===== config.mk =====
export PLATFORM = sky130hd
export DESIGN_NAME = mrm_store
export DESIGN_NICKNAME = d
export VERILOG_FILES = /design/src/design/mrm_pkg.sv /design/src/design/mrm_store.sv
export SDC_FILE = /design/constraint.sdc
export NUM_CORES = 1
export LEC_CHECK = 0
export ABC_AREA = 1
export BUFFER_PORTS_ARGS = -buffer_cell sky130_fd_sc_hd__buf_2
export CAP_MARGIN = 20
export CORE_MARGIN = 3
export CORE_UTILIZATION = 35
export CTS_BUF_LIST = sky130_fd_sc_hd__clkbuf_8
export DETAILED_ROUTE_END_ITERATION = 8
export SYNTH_ARGS = -nofsm -noshare
export SYNTH_HDL_FRONTEND = slang
export SYNTH_SLANG_ARGS = --single-unit
export TNS_END_PERCENT = 1

===== constraint.sdc =====
create_clock -name clk -period 0.96 [get_ports clk]
set_input_delay 0 -clock clk [delete_from_list [all_inputs] [get_ports clk]]
set_output_delay 0 -clock clk [all_outputs]
set_load 0.005 [all_outputs]

===== src/design/mrm_pkg.sv =====
// ----------------------------------------------------------------------------
// mrm_pkg: shared types and constants for the 4x4 row multiplier
// Field widths, stream packing and control structs used by every module.
// ----------------------------------------------------------------------------
package mrm_pkg;

  // Matrix order; one lane per result column
  localparam int NUM_LANES = 4;
  localparam int ROW_W     = 2;

  // Fixed element field width on the stream ports
  localparam int FIELD_W = 32;

  // Row tag plus four elements, padded to whole bytes
  localparam int PAYLOAD_W = ROW_W + NUM_LANES * FIELD_W;
  localparam int TDATA_W   = ((PAYLOAD_W + 7) / 8) * 8;

  // Defaults for the top-level parameters
  localparam int ELEM_WIDTH_DEF = 32;
  localparam int FRAC_BITS_DEF  = 16;

  typedef enum logic {
    CMD_LOAD = 1'b0,
    CMD_MUL  = 1'b1
  } cmd_t;

  // Per-lane register enables
  typedef struct packed {
    logic prod_en;
    logic pair_en;
  } lane_ctl_t;

endpackage


===== src/design/mrm_store.sv =====
// ----------------------------------------------------------------------------
// mrm_store: right-hand matrix storage
// Sixteen elements, one whole row written per load transfer, all readable.
// ----------------------------------------------------------------------------
module mrm_store #(
  parameter int ELEM_WIDTH = mrm_pkg::ELEM_WIDTH_DEF
) (
  input  logic                                                  clk,
  input  logic                                                  rst_n,
  input  logic                                                  wr_en,
  input  logic [mrm_pkg::ROW_W-1:0]                             wr_row,
  input  logic [mrm_pkg::NUM_LANES-1:0][ELEM_WIDTH-1:0]         wr_data,
  output logic [mrm_pkg::NUM_LANES-1:0][mrm_pkg::NUM_LANES-1:0][ELEM_WIDTH-1:0] mat
);

  logic [mrm_pkg::NUM_LANES-1:0][mrm_pkg::NUM_LANES-1:0][ELEM_WIDTH-1:0] mat_r;
  logic [mrm_pkg::NUM_LANES-1:0][mrm_pkg::NUM_LANES-1:0][ELEM_WIDTH-1:0] mat_nxt;

  always_comb begin
    mat_nxt = mat_r;
    if (wr_en) begin
      mat_nxt[wr_row] = wr_data;
    end
  end

  always_ff @(posedge clk) begin
    if (!rst_n) begin
      mat_r <= '0;
    end else begin
      mat_r <= mat_nxt;
    end
  end

  assign mat = mat_r;

endmodule


==> reports/summary.md <==
The run gives -0.150 ns as the worst setup slack after placement. The slew at the pin closest to its max-slew limit came out at 0.367 ns. From bottom edge to top edge, the die measures 252 um.

Count of antenna-violating nets left after detailed routing: 0. The run gives 1312 as the number of design-rule violations left by the first detailed-router iteration. The longest clock path from root to sink contains 3 buffers.

The run gives 21100 sq um as the netlist area before placement. The flow ran to the end, but the final reports show violations. For the count of antenna diodes in the layout, the log shows 0. In the finished design, the share of the clock period the worst path needs comes to 121%. Power comes to 51.7 mW. The logs give 0 for the remaining routing DRC violations and 75500 um for the wire length after detailed routing. Clock latency on the worst-skew pair, taken at its later pin, is 0.68 ns. Count of final hold-check violations: 0. The run gives 3409 as the net count of the mapped netlist. The count of buffers added on input and output ports is 644.

The critical path goes through buf_6. The critical path buffer and inverter count came out at 1. Peak ir drop on the vdd network: 1.19 mV. Derived from the worst setup path, the maximum achievable clock frequency is 863 MHz.

For the overall global routing resource usage, the log shows 22.7%. Critical path startpoint category: a register. In this run the count of I/O pins placed on the die edge is 645. The tree built by TritonCTS fans out to 512 sinks.

The final reports fail on negative setup slack. Counting I/O delays and the setup requirement, the final critical path takes 1.16 ns. The number of nets in the final layout was 4227; the average footprint of a synthesized cell was 6.45 sq um.

The run gives -0.198 ns as the worst setup margin. The number of max-slew violations in the final report came out at 0. Summed over all cells, the static leakage comes to 17.6 nW. The tree is rooted in a clkbuf_8.

The number of clock buffers added by TritonCTS is 92. Once the floorplan was initialized, standard cells occupied 35.6% of the core. For this run, the share of the core covered by cells in the final layout is 54.5%. In this design, the stage delay of the slowest critical-path cell is 0.36 ns.

The pre-antenna-repair detailed-routing pass consisted of 7 iterations. The wire length per cell after detailed routing works out to 15.3 um. For the overflow left after global routing, the log shows 0.

The post-synthesis register bit count was 512; the layout overhead on the synthesized area was 53.1%. In the routed layout, each cell is associated on average with a via count of 4.36. The final hold slack was 0.152 ns. Across all layers, the routed design uses 21500 vias. Data on the critical path is required at its endpoint by 0.96 ns.

The number of global-route vias before repair is 20000. In the synthesized netlist, the number of instances is 3276. Headroom to the max-slew limit came out at 75.5%. The logs give 54200 um for the detailed placement HPWL and 26100 sq um for the placed standard-cell area.

Width of the chip: 252 um. Setup repair after global routing could not meet its margin everywhere. In this run the standard cell core region covers 59400 sq um. In this run the worst hold path is classified as in2reg. After clock tree synthesis, the clock-pin slew on the worst setup and hold paths is 0.06 ns. Across the routed clock network, the largest skew measured is 0 ns. The CTS H-tree depth was 3. TritonCTS built the clock tree.

The last weighted congestion value of the routability-driven placer came out at 0.844. The number of antenna violations at the first check in global routing was 1; the largest fanout of any net on the critical path was 2. On the critical path the largest part of the delay comes from flip-flops.

The number of flip-flops under the largest register name was 512. The slowest cell on the critical path was dfxtp_4. For the summed area of non-filler cells in the final layout, the log shows 32400 sq um. The sequential share of the synthesized area is 48.5%. Entering global routing, the biggest net connects 49 pins.

Data arrives at the worst endpoint at 1.16 ns. The run gives 0 as the max capacitance violation total. The tools report the endpoint kind of the worst setup timing path as an output port.

The synthesized netlist contains 9 unique library cells. The initialized floorplan defines 89 standard-cell rows. The setup path with the least slack is of type reg2out. For this run, the number of Yosys warnings is 0. The run gives 63400 sq um as the die area. The wire length of the first global-routing pass came out at 114000 um. In this run the power density over the cells is 1600 nW/um^2. The number of setup violations in the final report is 532, and the fraction of final layout cells sized beyond drive strength 1 is 34.5%.
-- per-layer routing --
layer,GRT usage (%),vias up,share of wire (%)
li1,-,11200,-
met1,27.5,9469,41
met2,36.5,731,45
met3,8.45,143,10
met4,9.11,2,3.5
met5,0,-,0.016
-- cells in the final DEF, fill, tap and decap left out, drive strengths merged --
master       Yosys  routed
nor2           897     897
nand2          896     896
buf            178     790
inv            514     549
dfxtp          512     512
dlygate4sd3      0     132
nand3          131     131
a21oi          128     128
clkbuf          20     115
clkinv           0       7
bufinv           0       2
clkinvlp         0       1
-- cell families (layout without fill, tap and decap cells) --
kind of cell           after synthesis  after routing  share of synthesized area (%)
AND/OR/NAND/NOR                   1924           1924                           34.9
buffers and inverters              712           1596                           13.6
flip-flops                         512            512                           48.5
AO/OA/AOI/OAI                      128            128                           3.03
-- Yosys cell counts --
cell type  instances  area [sq um]
a21oi_1          128           641
buf_1             23          86.3
buf_2            155           776
clkbuf_1          20          75.1
dfxtp_1          512         10200
inv_1            514          1930
nand2_1          896          3360
nand3_1          131           656
nor2_1           897          3370
-- what timing repair did --
action	CTS	global route
hold endpoints to repair	512	0
setup buffers	0	1
hold buffers	132	0
setup endpoints to repair	512	601
resized for setup	757	179
-- where the power goes --
group | switching (mW) | total (mW) | internal, mW | leakage [nW]
clock | 9.28 | 20.6 | 11.3 | 1.08
sequential | 0.789 | 23.4 | 22.6 | 4.41
combinational | 3.94 | 7.73 | 3.79 | 12.2
-- final timing paths --
check / from / to / slack [ns] / depth (start not counted)
max: mat[271] / mat[271] / -0.20 / 1
min: wr_data[40] / mat[296] / 0.15 / 4
max reg2reg: mat[37] / mat[37] / 0.15 / 2
min reg2reg: mat[6] / mat[6] / 0.47 / 2
-- per-stage QoR --
step,instances,setup TNS [ns]
after detailed placement,4641,-27.21
after CTS,4932,-113.12
after global routing,4933,-105.98
final,4933,-70.06
after global placement,4641,-23.78
after floorplan,3276,0
-- cell type report --
type | instances | area (sq um)
inverters | 514 | 1930
fillers | 5597 | 27000
clock buffers | 115 | 1580
flip-flops and latches | 512 | 10900
clock inverters | 45 | 272
well taps | 773 | 967
repair buffers | 922 | 8630
multi-input cells | 2052 | 8070
No activity file was read; power rests on OpenSTA's default activity.
