===== config.mk =====
export PLATFORM = sky130hd
export DESIGN_NAME = mrm_merge
export DESIGN_NICKNAME = d
export VERILOG_FILES = /design/src/design/mrm_pkg.sv /design/src/design/mrm_merge.sv
export SDC_FILE = /design/constraint.sdc
export NUM_CORES = 1
export LEC_CHECK = 0
export BUFFER_PORTS_ARGS = -buffer_cell sky130_fd_sc_hd__buf_2
export CAP_MARGIN = 30
export CORE_AREA = 2 2 108 110
export DETAILED_ROUTE_END_ITERATION = 8
export DIE_AREA = 0 0 110 112
export PLACE_DENSITY_LB_ADDON = 0.15
export SLEW_MARGIN = 20
export SYNTH_ARGS = -nofsm -noshare
export SYNTH_HDL_FRONTEND = slang
export SYNTH_SLANG_ARGS = --single-unit

===== constraint.sdc =====
create_clock -name clk -period 6.6 [get_ports clk]
set_clock_uncertainty 0.1 [all_clocks]
set_input_delay 0.33 -clock clk [delete_from_list [all_inputs] [get_ports clk]]
set_output_delay 0.33 -clock clk [all_outputs]
set_load 0.05 [all_outputs]

===== src/design/mrm_pkg.sv =====
// ----------------------------------------------------------------------------
// mrm_pkg: shared types and constants for the 4x4 row multiplier
// Field widths, stream packing and control structs used by every module.
// ----------------------------------------------------------------------------
package mrm_pkg;

  // Matrix order; one lane per result column
  localparam int NUM_LANES = 4;
  localparam int ROW_W     = 2;

  // Fixed element field width on the stream ports
  localparam int FIELD_W = 32;

  // Row tag plus four elements, padded to whole bytes
  localparam int PAYLOAD_W = ROW_W + NUM_LANES * FIELD_W;
  localparam int TDATA_W   = ((PAYLOAD_W + 7) / 8) * 8;

  // Defaults for the top-level parameters
  localparam int ELEM_WIDTH_DEF = 32;
  localparam int FRAC_BITS_DEF  = 16;

  typedef enum logic {
    CMD_LOAD = 1'b0,
    CMD_MUL  = 1'b1
  } cmd_t;

  // Per-lane register enables
  typedef struct packed {
    logic prod_en;
    logic pair_en;
  } lane_ctl_t;

endpackage


===== src/design/mrm_merge.sv =====
// ----------------------------------------------------------------------------
// mrm_merge: result row assembly and output register
// Packs the lane results with the row tag, ORs the saturation flags.
// ----------------------------------------------------------------------------
module mrm_merge (
  input  logic                                                    clk,
  input  logic                                                    rst_n,
  input  logic                                                    s_valid,
  output logic                                                    s_ready,
  input  logic [mrm_pkg::ROW_W-1:0]                               s_row,
  input  logic [mrm_pkg::NUM_LANES-1:0][mrm_pkg::FIELD_W-1:0]     s_result,
  input  logic [mrm_pkg::NUM_LANES-1:0]                           s_sat,
  output logic                                                    out_tvalid,
  input  logic                                                    out_tready,
  output logic [mrm_pkg::TDATA_W-1:0]                             out_tdata,
  output logic                                                    out_tuser
);

  logic                              valid_r;
  logic                              valid_nxt;
  logic [mrm_pkg::TDATA_W-1:0]       data_r;
  logic                              clip_r;
  logic                              take;

  assign s_ready = !valid_r || out_tready;
  assign take    = s_valid && s_ready;

  always_comb begin
    valid_nxt = valid_r;
    if (s_ready) begin
      valid_nxt = s_valid;
    end
  end

  always_ff @(posedge clk) begin
    if (!rst_n) begin
      valid_r <= 1'b0;
    end else begin
      valid_r <= valid_nxt;
    end
  end

  always_ff @(posedge clk) begin
    if (take) begin
      data_r <= mrm_pkg::TDATA_W'({s_result, s_row});
      clip_r <= |s_sat;
    end
  end

  assign out_tvalid = valid_r;
  assign out_tdata  = data_r;
  assign out_tuser  = clip_r;

endmodule


==> impl_metrics.json, run 1 <==
{
  "ir_drop_uv": 147,
  "num_vias": 2895,
  "drtAntennaViolNets": 0,
  "io_pins": 277,
  "fp.dieArea_um2": 12300,
  "p_leak_uw": 0.00317,
  "fmax_mhz": 441,
  "port_buffers": 270,
  "cp_max_fo": 56,
  "regToRegStartpoint": "out_tvalid",
  "drt-total-wl_um": 10600,
  "cts-buffers-inserted": 17,
  "hpwlAfterDp_um": 7030,
  "path_class": "flop to flop",
  "initialDrtViolationCount": 116,
  "reg2reg_setup_slack_ns": 4.33,
  "cp-start-kind": "flop",
  "wl_per_cell_um": 14.9,
  "via_per_inst": 4.08,
  "finish.net_count": 693,
  "yosys.area.top_type": "edfxtp_1",
  "drive_gt1_share_pct": 53.4,
  "drv_slew": 0,
  "relSlewSlack_pct": 54.6,
  "n_antenna_cell": 0,
  "antenna_found_initial": 0,
  "rows": 39,
  "use_met1_pct": 18.0,
  "synth_seq_cells": 132,
  "end_kind": "flop",
  "clockBufferDepth": 2,
  "setup_viol_count_final": 0,
  "min_to": "out_tdata[129]",
  "drtPass1Iterations": 4,
  "cp.required_ns": 6.53,
  "status": "complete, no violations",
  "clock-sinks": 132,
  "ys_warn_count": 0,
  "synth_top_area_share_pct": 97.5,
  "drc": 0,
  "clk_pin_slew_worst_paths_ns": 0.06,
  "synthesis.area_um2": 4030,
  "clkLatencyLatePin_ns": 0.40,
  "hold_class": "input pin to flop",
  "grt-ovfl-total": 0,
  "cts-root-buf": "clkbuf_16",
  "rsz0062_at_grt": "no",
  "final-hold-violation-count": 0,
  "cp.arrival_ns": 2.19,
  "power_density_nw_per_um2": 305,
  "use_met3_pct": 5.74,
  "grt.total_usage_pct": 16.8,
  "die_w_um": 110,
  "start_util_pct": 36.1,
  "grt_max_degree": 77,
  "fillers": 810,
  "synth.area.top_cells": "edfxtp_1 98%, buf_4 1.1%, dfxtp_1 0.50%",
  "cts_resized": 0,
  "grt_pass1_wl_um": 14800,
  "postCtsSetupBuffers": 0,
  "cts_tree": "yes",
  "htree_levels": 4,
  "rr_endpoint": "out_tdata[85]",
  "postSynthAreaPerCell_um2": 28.0,
  "hp-start": "s_result[127]",
  "drv_cap": 0,
  "gp_congestion": 0.741,
  "grt_busiest_layer": "met2",
  "hold_depth": 1,
  "synthesis.instances": 144,
  "area_growth_pct": 82.8,
  "setup_tns_ns": 0,
  "rr_worst_depth": 4,
  "fin_crit_sh_pct": 34.4,
  "die_y_um": 112,
  "layout_min_cycle_time_ns": 2.27,
  "grt_pass1_vias": 2991,
  "worstMarginPinSlew_ns": 0.682,
  "hold_ws_ns": 0.0208,
  "core_area_um2": 11200,
  "critPathLaunch": "out_tvalid",
  "yosysUniqueCellTypes": 9,
  "synth.yosys.seq_area_share_pct": 98.0,
  "gr-usage-met2_pct": 28.5
}
## cell families after synthesis
group                  share of synthesized area (%)
DFF                                             98.0
AOI/OAI and AO/OA                              0.186
and+or+nand+nor                                0.497
other                                         0.0930
buffers and inverters                           1.21
## cell type report
type | instances | area [um^2] | share of cell area [%]
clock buffer | 17 | 425 | 5.77
clock inverter | 14 | 163 | 2.21
inverter | 1 | 3.75 | 0.0509
multi-input combinational | 10 | 52.6 | 0.713
sequential | 132 | 3950 | 53.6
tap | 143 | 179 | 2.43
timing repair buffer | 393 | 2600 | 35.2
## stage by stage
stage                     instance area, um^2  setup slack (ns)  utilization (%)  total power (uW)  instances
after floorplan                          4050              1.95                -              1210        149
after global placement                   5550              4.05             49.6              1290        557
after detailed placement                 5550              3.98             49.6              1290        557
after CTS                                7310              4.12             65.4              2270        705
after global routing                     7370              4.18             66.0              2330        710
final                                    7370              4.33             66.0              2250        710
## power breakdown
part / switching, uW / total [uW] / internal (uW)
clock network: 326 / 915 / 589
logic: 235 / 343 / 109
registers: 11.1 / 993 / 981
## worst max path at each step
stage,cells after the start,endpoint,slack (ns)
floorplan,2,out_tdata[0],1.95
global placement,4,out_tdata[54],4.05
detailed placement,4,out_tdata[111],3.98
CTS,3,out_tdata[104],4.12
global route,4,out_tdata[98],4.18
finish,4,out_tdata[85],4.33
## cells in the mapped netlist
library cell    n
nand2b_1        1
buf_4           6
conb_1          1
edfxtp_1      131
or4_1           1
inv_1           1
a21boi_0        1
and2_1          1
dfxtp_1         1
## worst max-delay path: stages (launching register included)
cell,delay (ns)
dfxtp_1,0.31
nand2b_1,0.10
and2_4,0.41
buf_16,0.29
buf_4,0.60
## sequential cells by signal, indices dropped and copies added, names as in the netlist
register,flops
out_tvalid,1
out_tuser,1
out_tdata,130
## cell usage in the layout (no fill, tap or decap), types with 2 or more instances in the layout
cell	Yosys	final
clkinv_4	0	2
clkbuf_16	0	17
dlygate4sd3_1	0	121
edfxtp_1	131	131
buf_2	0	270
clkinvlp_4	0	3
bufinv_16	0	3
clkinv_2	0	4
conb_1	1	6
## per-layer routing
| metal | part of all wire (%) | wire length, um |
|---|---|---|
| met5 | 0 | 0 |
| met4 | 3.3 | 349 |
| met3 | 8.7 | 917 |
| met2 | 51 | 5440 |
| met1 | 37 | 3890 |
## repair_timing
item / CTS / global route
endpoints found under the hold margin: 117 / 4
endpoints found under the setup margin: 0 / 0
hold buffers: 117 / 4
Note: power is estimated with default switching activity, not from simulation.
==> inputs of run 2 (changes only) <==
CORE_AREA = default   (was 2 2 108 110)
CORE_UTILIZATION = 37   (was default)
DIE_AREA = default   (was 0 0 110 112)
clock period = 2 ns   (was 6.6 ns; I/O delays follow)
==> impl_metrics.json, run 2 <==
{
  "status": "stopped before the end",
  "stop_stage": "4_1_cts",
  "error_line": "[ERROR RSZ-0060] Max buffer count reached.",
  "clockBufferDepth": 2,
  "cts_hold_buf": 118,
  "port_buffers": 270,
  "rows": 37,
  "ys.flop_type": "edfxtp_1",
  "synthesis.area_um2": 4030,
  "synth_top_area_share_pct": 97.5,
  "dp.cells": 552,
  "cts_resized": 0,
  "cts-root-buf": "clkbuf_8",
  "cts-buffers-inserted": 17,
  "hpwlAfterDp_um": 6570,
  "io_pins": 277,
  "synth.area.top_cells": "edfxtp_1 98%, buf_4 1.1%, dfxtp_1 0.50%",
  "postSynthAreaPerCell_um2": 28.0,
  "yosysUniqueCellTypes": 9,
  "yosysMostFrequentCell": "edfxtp_1",
  "synth_seq_cells": 132,
  "clock-sinks": 132,
  "start_util_pct": 38.6,
  "htree_levels": 4,
  "yosys.area.top_type": "edfxtp_1",
  "die_w_um": 106,
  "synthArstFlopShare_pct": 0,
  "postCtsSetupBuffers": 0,
  "die_y_um": 106,
  "netlist_top_cells_count": "131 x edfxtp_1, 6 x buf_4",
  "synth.yosys.seq_area_share_pct": 98.0,
  "gp_congestion": 0.698,
  "synth-edff-count": 131,
  "ys_warn_count": 0,
  "synthesis.instances": 144
}
[run 2: cell families after synthesis]
logic type | after synthesis | share of synthesized area [%]
compound gates | 1 | 0.186
flops | 132 | 98.0
buf+inv | 7 | 1.21
simple gates | 3 | 0.497
other cells | 1 | 0.0930
[run 2: stage by stage]
stage	area (um^2)	setup WS, ns
3_5_place_dp	5590	0.679
3_3_place_gp	5590	0.701
2_1_floorplan	4070	-0.0968
==> inputs of run 3 (changes only) <==
CORE_AREA = 2 2 107 109   (was default)
CORE_UTILIZATION = default   (was 37)
DIE_AREA = 0 0 109 111   (was default)
clock period = 2.6 ns   (was 2 ns; I/O delays follow)
==> impl_metrics.json, run 3 <==
{
  "die_y_um": 111,
  "port_buffers": 270,
  "cts-root-buf": "clkbuf_16",
  "clock-sinks": 132,
  "ys_warn_count": 0,
  "synth.area.top_cells": "edfxtp_1 98%, buf_4 1.1%, dfxtp_1 0.50%",
  "cts_resized": 0,
  "stop_stage": "4_1_cts",
  "rows": 39,
  "synth.yosys.seq_area_share_pct": 98.0,
  "die_w_um": 109,
  "clockBufferDepth": 2,
  "synth_seq_cells": 132,
  "cts_hold_buf": 119,
  "yosys.area.top_type": "edfxtp_1",
  "netlist_top_cells_count": "131 x edfxtp_1, 6 x buf_4",
  "postSynthAreaPerCell_um2": 28.0,
  "status": "stopped before the end",
  "start_util_pct": 36.4,
  "synthArstFlopShare_pct": 0,
  "synthesis.instances": 144,
  "yosysMostFrequentCell": "edfxtp_1",
  "yosysUniqueCellTypes": 9,
  "error_line": "[ERROR RSZ-0060] Max buffer count reached.",
  "pre_cts_ws_ns": 0.929,
  "synth_top_area_share_pct": 97.5,
  "postCtsSetupBuffers": 0,
  "htree_levels": 4,
  "io_pins": 277,
  "gp_congestion": 0.739,
  "cts-buffers-inserted": 17,
  "synth-edff-count": 131,
  "synthesis.area_um2": 4030,
  "ys.flop_type": "edfxtp_1"
}
run 3: stage by stage:
stage	instance area [um^2]	cells	util [%]
floorplan	4060	149	-
global placement	5590	559	50.4
detailed placement	5590	559	50.4
run 3: cell families after synthesis:
| kind of cell | share of synthesized area, % |
|---|---|
| other cells | 0.0930 |
| flops | 98.0 |
| buf+inv | 1.21 |
| compound gates | 0.186 |
| simple gates | 0.497 |
